File: src/hw/rtl/sti_pkg.sv
// shared types, constants and state encodings for the sensor table interpolator
`timescale 1ns / 1ps
package sti_pkg;

  localparam int TABLE_DEPTH = 131072;
  localparam int ADDR_W      = $clog2(TABLE_DEPTH);
  localparam int CFG_W       = 18;
  localparam int CHANNELS    = 9;
  localparam int GYRO_FIRST  = 6;
  localparam int DIV_STEPS   = 34;
  localparam logic [26:0] DEG_TO_RAD_Q32 = 27'd74961321;

  localparam logic REQ_LOAD  = 1'b0;
  localparam logic REQ_QUERY = 1'b1;

  typedef struct packed {
    logic               req_type;
    logic [16:0]        entry_index;
    logic [31:0]        sample_time;
    logic signed [31:0] vel_east_in;
    logic signed [31:0] vel_north_in;
    logic signed [31:0] vel_down_in;
    logic signed [31:0] acc_x_in;
    logic signed [31:0] acc_y_in;
    logic signed [31:0] acc_z_in;
    logic signed [31:0] rate_x_deg;
    logic signed [31:0] rate_y_deg;
    logic signed [31:0] rate_z_deg;
  } in_item_t;

  typedef struct packed {
    logic signed [31:0] vel_east_out;
    logic signed [31:0] vel_north_out;
    logic signed [31:0] vel_down_out;
    logic signed [31:0] acc_x_out;
    logic signed [31:0] acc_y_out;
    logic signed [31:0] acc_z_out;
    logic signed [31:0] rate_x_rad;
    logic signed [31:0] rate_y_rad;
    logic signed [31:0] rate_z_rad;
    logic               exact_hit;
    logic               query_status;
  } out_item_t;

  // control from the search sequencer to every lane
  typedef struct packed {
    logic              wr_en;
    logic              rd_en;
    logic [ADDR_W-1:0] addr;
    logic              cap0;
    logic              start;
    logic              exact;
    logic              zero;
    logic              neg_t;
    logic [31:0]       dx_mag;
    logic [31:0]       dt_mag;
  } lane_ctl_t;

  typedef enum logic [3:0] {
    S_IDLE, S_FIRST, S_CHK_FIRST, S_CHK_LAST, S_FIX, S_MID, S_CHK_MID,
    S_CH0, S_CH1, S_CH2, S_RUN
  } search_state_t;

  typedef enum logic [3:0] {
    L_IDLE, L_DV, L_MUL0, L_MUL1, L_NUM, L_CHK, L_DIV, L_ACC, L_RAD, L_RND
  } lane_state_t;

endpackage

File: src/hw/rtl/sti_merge.sv
// merge stage: gathers lane results and flags into the result register
`timescale 1ns / 1ps
module sti_merge (
  input  logic               clk,
  input  logic               rst_n,
  input  logic               load,
  input  logic signed [31:0] lane_res [sti_pkg::CHANNELS],
  input  logic               exact,
  input  logic               outside,
  input  logic               out_stall,
  output logic               out_valid,
  output sti_pkg::out_item_t out_item,
  output logic               free
);
  import sti_pkg::*;

  logic      valid_r, valid_nxt;
  out_item_t item_r, item_nxt;

  always_ff @(posedge clk) begin
    if (!rst_n) valid_r <= 1'b0;
    else        valid_r <= valid_nxt;
    item_r <= item_nxt;
  end

  assign free = !valid_r || !out_stall;

  always_comb begin
    valid_nxt = valid_r;
    item_nxt  = item_r;
    if (valid_r && !out_stall) valid_nxt = 1'b0;
    if (load) begin
      valid_nxt              = 1'b1;
      item_nxt.vel_east_out  = lane_res[0];
      item_nxt.vel_north_out = lane_res[1];
      item_nxt.vel_down_out  = lane_res[2];
      item_nxt.acc_x_out     = lane_res[3];
      item_nxt.acc_y_out     = lane_res[4];
      item_nxt.acc_z_out     = lane_res[5];
      item_nxt.rate_x_rad    = lane_res[6];
      item_nxt.rate_y_rad    = lane_res[7];
      item_nxt.rate_z_rad    = lane_res[8];
      item_nxt.exact_hit     = exact;
      item_nxt.query_status  = outside;
    end
  end

  assign out_valid = valid_r;
  assign out_item  = item_r;

endmodule

File: config.mk
export PLATFORM = sky130hd
export DESIGN_NAME = sti_merge
export DESIGN_NICKNAME = d
export VERILOG_FILES = /design/src/hw/rtl/sti_pkg.sv /design/src/hw/rtl/sti_merge.sv
export SDC_FILE = /design/constraint.sdc
export NUM_CORES = 1
export LEC_CHECK = 0
export ABC_AREA = 1
export BUFFER_PORTS_ARGS = -buffer_cell sky130_fd_sc_hd__buf_2
export CORE_AREA = 2 2 229 231
export CTS_CLUSTER_SIZE = 40
export DETAILED_ROUTE_END_ITERATION = 7
export DIE_AREA = 0 0 231 233
export HOLD_SLACK_MARGIN = 0.02
export PLACE_DENSITY = 0.41
export SYNTH_ARGS = -nofsm -noshare
export SYNTH_HDL_FRONTEND = slang
export SYNTH_SLANG_ARGS = --single-unit
File: constraint.sdc
create_clock -name clk -period 1.38 [get_ports clk]
set_input_delay 0.138 -clock clk [delete_from_list [all_inputs] [get_ports clk]]
set_output_delay 0.138 -clock clk [all_outputs]
set_load 0.03 [all_outputs]
Word-level counts from Yosys, hierarchy flattened
Cells that the tools add are included.
Operators by class
  reductions and logical operators: 5
  mux-type cells: 2
Operators with widths (count)
  $logic_not A1 Y1: 2
  $mux W1: 2
  $reduce_bool A2 Y1: 1
  $logic_and A1 B1 Y1: 1
  $logic_or A1 B1 Y1: 1
Storage, ports and cells
  bits in registers: 291
  output and inout bits: 292
  input bits: 294

Logic depth before layout (Yosys ltp)
  depth in word-level cells: 4
  gate-level depth with buffers: 2
  gate-level depth less buffers: 2

Worst setup path before layout
OpenSTA, ideal clock, no wires.
  kind: flip-flop to flip-flop
  from: register valid_r (netlist: out_valid)
  to: register valid_r (netlist: out_valid)
  path slack: 0.466 ns
  buffers on the path: 0
  stages on the path, launching flop included: 3
  period minus slack after synthesis: 0.914 ns
  arrival: 0.848 ns
  cells stage by stage: dfxtp_1 -> nand2_2 -> a21oi_2
On the way
  word-level cells in the longest chain between the ends: 2
RTL lines
  start: declaration: line sti_merge.sv:17  | logic valid_r, valid_nxt;
  start signal: assignment: line sti_merge.sv:22  | else valid_r <= valid_nxt;
  $logic_and A1 B1 Y1: line sti_merge.sv:31  | if (valid_r && !out_stall) valid_nxt = 1'b0;
  $reduce_bool A2 Y1 (no source line)
No other way between the ends.
A chain may end at the register's enable or synchronous reset.

Worst setup path after layout
  from: register item_r, in the netlist out_item[148]
  to: output port out_item[148] (netlist bit)
RTL lines
  start: declaration: line sti_merge.sv:18  | out_item_t item_r, item_nxt;
  start signal: assignment: line sti_merge.sv:23  | item_r <= item_nxt;
  end: declaration: line sti_merge.sv:12  | output sti_pkg::out_item_t out_item,
No word-level cell between the ends.

==> results.toml <==
[critical_path]
slowest_delay_ps = 430
cp_top_family = "flip-flops"
crit_fanout = 1
path_cells = "buf_2"
start_kind = "flop"
worst-path-buf-inv = 1
cp.arrival_ps = 1150
critPathKind = "flop to output pin"
cp.required_ps = 1240
worst_setup_path_end_kind = "output pin"
slowest_stage = "edfxtp_1"

[worst_hold_path]
min_path_type = "input pin to flop"

[sta]
max_freq_mhz = 776
period_needed_ps = 1290
grt_setup_unrepaired = "no"
slew_violations = 0
max-slew-margin-rel = 0.697
tns_ps = 0
holdWs_ps = 98.1
finalCritPeriodShare = 0.934
tightest_slew_ps = 453
finalSetupViolCount = 0
finalClockSkew_ps = 0
hold_violations = 0

[yosys]
synth_seq_cells = 291
synth_top_family_by_area = "compound AO/OA/AOI/OAI gates"
synthSimpleGateAreaFrac = 0.000715
synth_xor_area_frac = 0
synthDistinctLibCells = 5
synthCells = 295
synth_compound_area_frac = 0.00100
synth_adder_area_share = 0
postSynthAreaPerCell_sq_um = 29.7
synth_area_sq_mm = 0.00875
synth_nets = 589
ys_seq_area_frac = 0.997
synthMuxAreaShare = 0
ys_warn_count = 0

[cts]
cts_root_buffer = "clkbuf_16"
cts_tree = "done"
clock-sinks = 291
post_cts_resized = 0
cts_made_buffers = 34
post-cts-setup-buffers = 0
htreeDepth = 2
clock_latency_ps = 520
cts_buffer_depth = 3
cts.clk_slew.worst_paths_ps = 60

[drt]
drt_iter0_markers = 149
wl_per_cell_um = 15.6
dr.pass1.iters = 4
final_antenna_net_count = 0
wirelength_um = 30200
vias_per_cell = 3.44
route.detailed.drc = 0
vias = 6663

[outcome]
outcome = "complete, no violations"

[finish]
num-fill-cells = 5080
areaGrowthSynthToFinish_pct = 92.0
diodes = 0
fin_nets = 1524
drive_gt1_frac = 0.519

[global_routing]
gr-total-overflow = 0
grt_pass1_vias = 7321
antenna_found_initial = 2
grt_pass1_wl_um = 42700
grt_max_degree = 40
grt_use_total = 0.106

[flow_run]
max_cap_violations = 0

[power]
vdd_drop_max_mv = 0.982
leakagePower_nw = 7.05
powerDensity_mw_per_mm2 = 1360

[die]
start_util = 0.171
core_sq_mm = 0.0511
dieWidth_um = 231
num_io_pins = 586
die_h_um = 233
row_count = 83
dieArea_sq_mm = 0.0538

[placed_design]
hpwl_um = 22000
port_buffers = 585
routabilityCongestion = 0.768
## layer usage
layer	GRT usage	routed length, um	share of wire	up-vias
li1	-	-	-	3088
met1	0.114	11000	0.36	3159
met2	0.189	15500	0.51	352
met3	0.0386	2750	0.091	64
met4	0.0427	944	0.031	0
met5	0	0	0	-
## layout make-up
class / count / area [sq um] / share of cell area
flip-flops and latches: 291 / 8730 / 0.519
repair buffers: 899 / 6130 / 0.365
clock buffers: 43 / 948 / 0.0564
well taps: 680 / 851 / 0.0506
clock inverters: 19 / 120 / 0.00715
multi-input cells: 2 / 15.0 / 0.000894
inverters: 2 / 7.51 / 0.000447
## power breakdown
part | internal, W | switching, W | total, W
Combinational | 0.00135 | 0.00219 | 0.00354
Sequential | 0.0105 | 0.000168 | 0.0107
Clock | 0.00506 | 0.00355 | 0.00861
Total | 0.0169 | 0.00591 | 0.0228
## cell usage after synthesis, drive strengths merged
master / n / area [sq um]
edfxtp: 290 / 8710
inv: 2 / 7.51
a21oi: 1 / 8.76
dfxtp: 1 / 20.0
nand2: 1 / 6.26
## state kept, by name (all words and copies together) (netlist names)
signal	cells
out_item	290
out_valid	1
## metrics by stage
| step | util | area (sq um) | total power, W | worst slack (ps) | std cells |
|---|---|---|---|---|---|
| after floorplan | - | 8750 | 0.0123 | 466 | 295 |
| after global placement | 0.250 | 12800 | 0.0137 | 333 | 1579 |
| after detailed placement | 0.250 | 12800 | 0.0137 | 321 | 1579 |
| after CTS | 0.329 | 16800 | 0.0232 | 28.4 | 1936 |
| after global routing | 0.329 | 16800 | 0.0237 | 33.3 | 1936 |
| final | 0.329 | 16800 | 0.0228 | 91.2 | 1936 |
## what timing repair did
item	CTS	global route
setup endpoints to repair	0	0
hold buffers	295	0
hold endpoints to repair	299	0
## path summary, 6_finish.rpt
path                           startpoint                     end  slack, ps  cells past startpoint
hold reg to reg    out_valid$_SDFFE_PN0P_  out_valid$_SDFFE_PN0P_       1030                      3
setup / recovery  out_item[148]$_DFFE_PP_           out_item[148]         90                      1
hold / removal                       load  out_item[87]$_DFFE_PP_        100                      2
setup reg to reg   out_valid$_SDFFE_PN0P_  out_valid$_SDFFE_PN0P_        270                      3
## cell families after synthesis
family	after synthesis
AO/OA/AOI/OAI	1
buffers and inverters	2
flip-flops	291
AND/OR/NAND/NOR	1
## cells in the final DEF (no fill, tap or decap), drive strengths merged
master / instances
a21oi: 1
buf: 604
bufinv: 1
clkbuf: 43
clkinv: 16
clkinvlp: 1
dfxtp: 1
dlygate4sd3: 295
edfxtp: 290
inv: 3
nand2: 1
No activity file was read; power rests on OpenSTA's default activity.
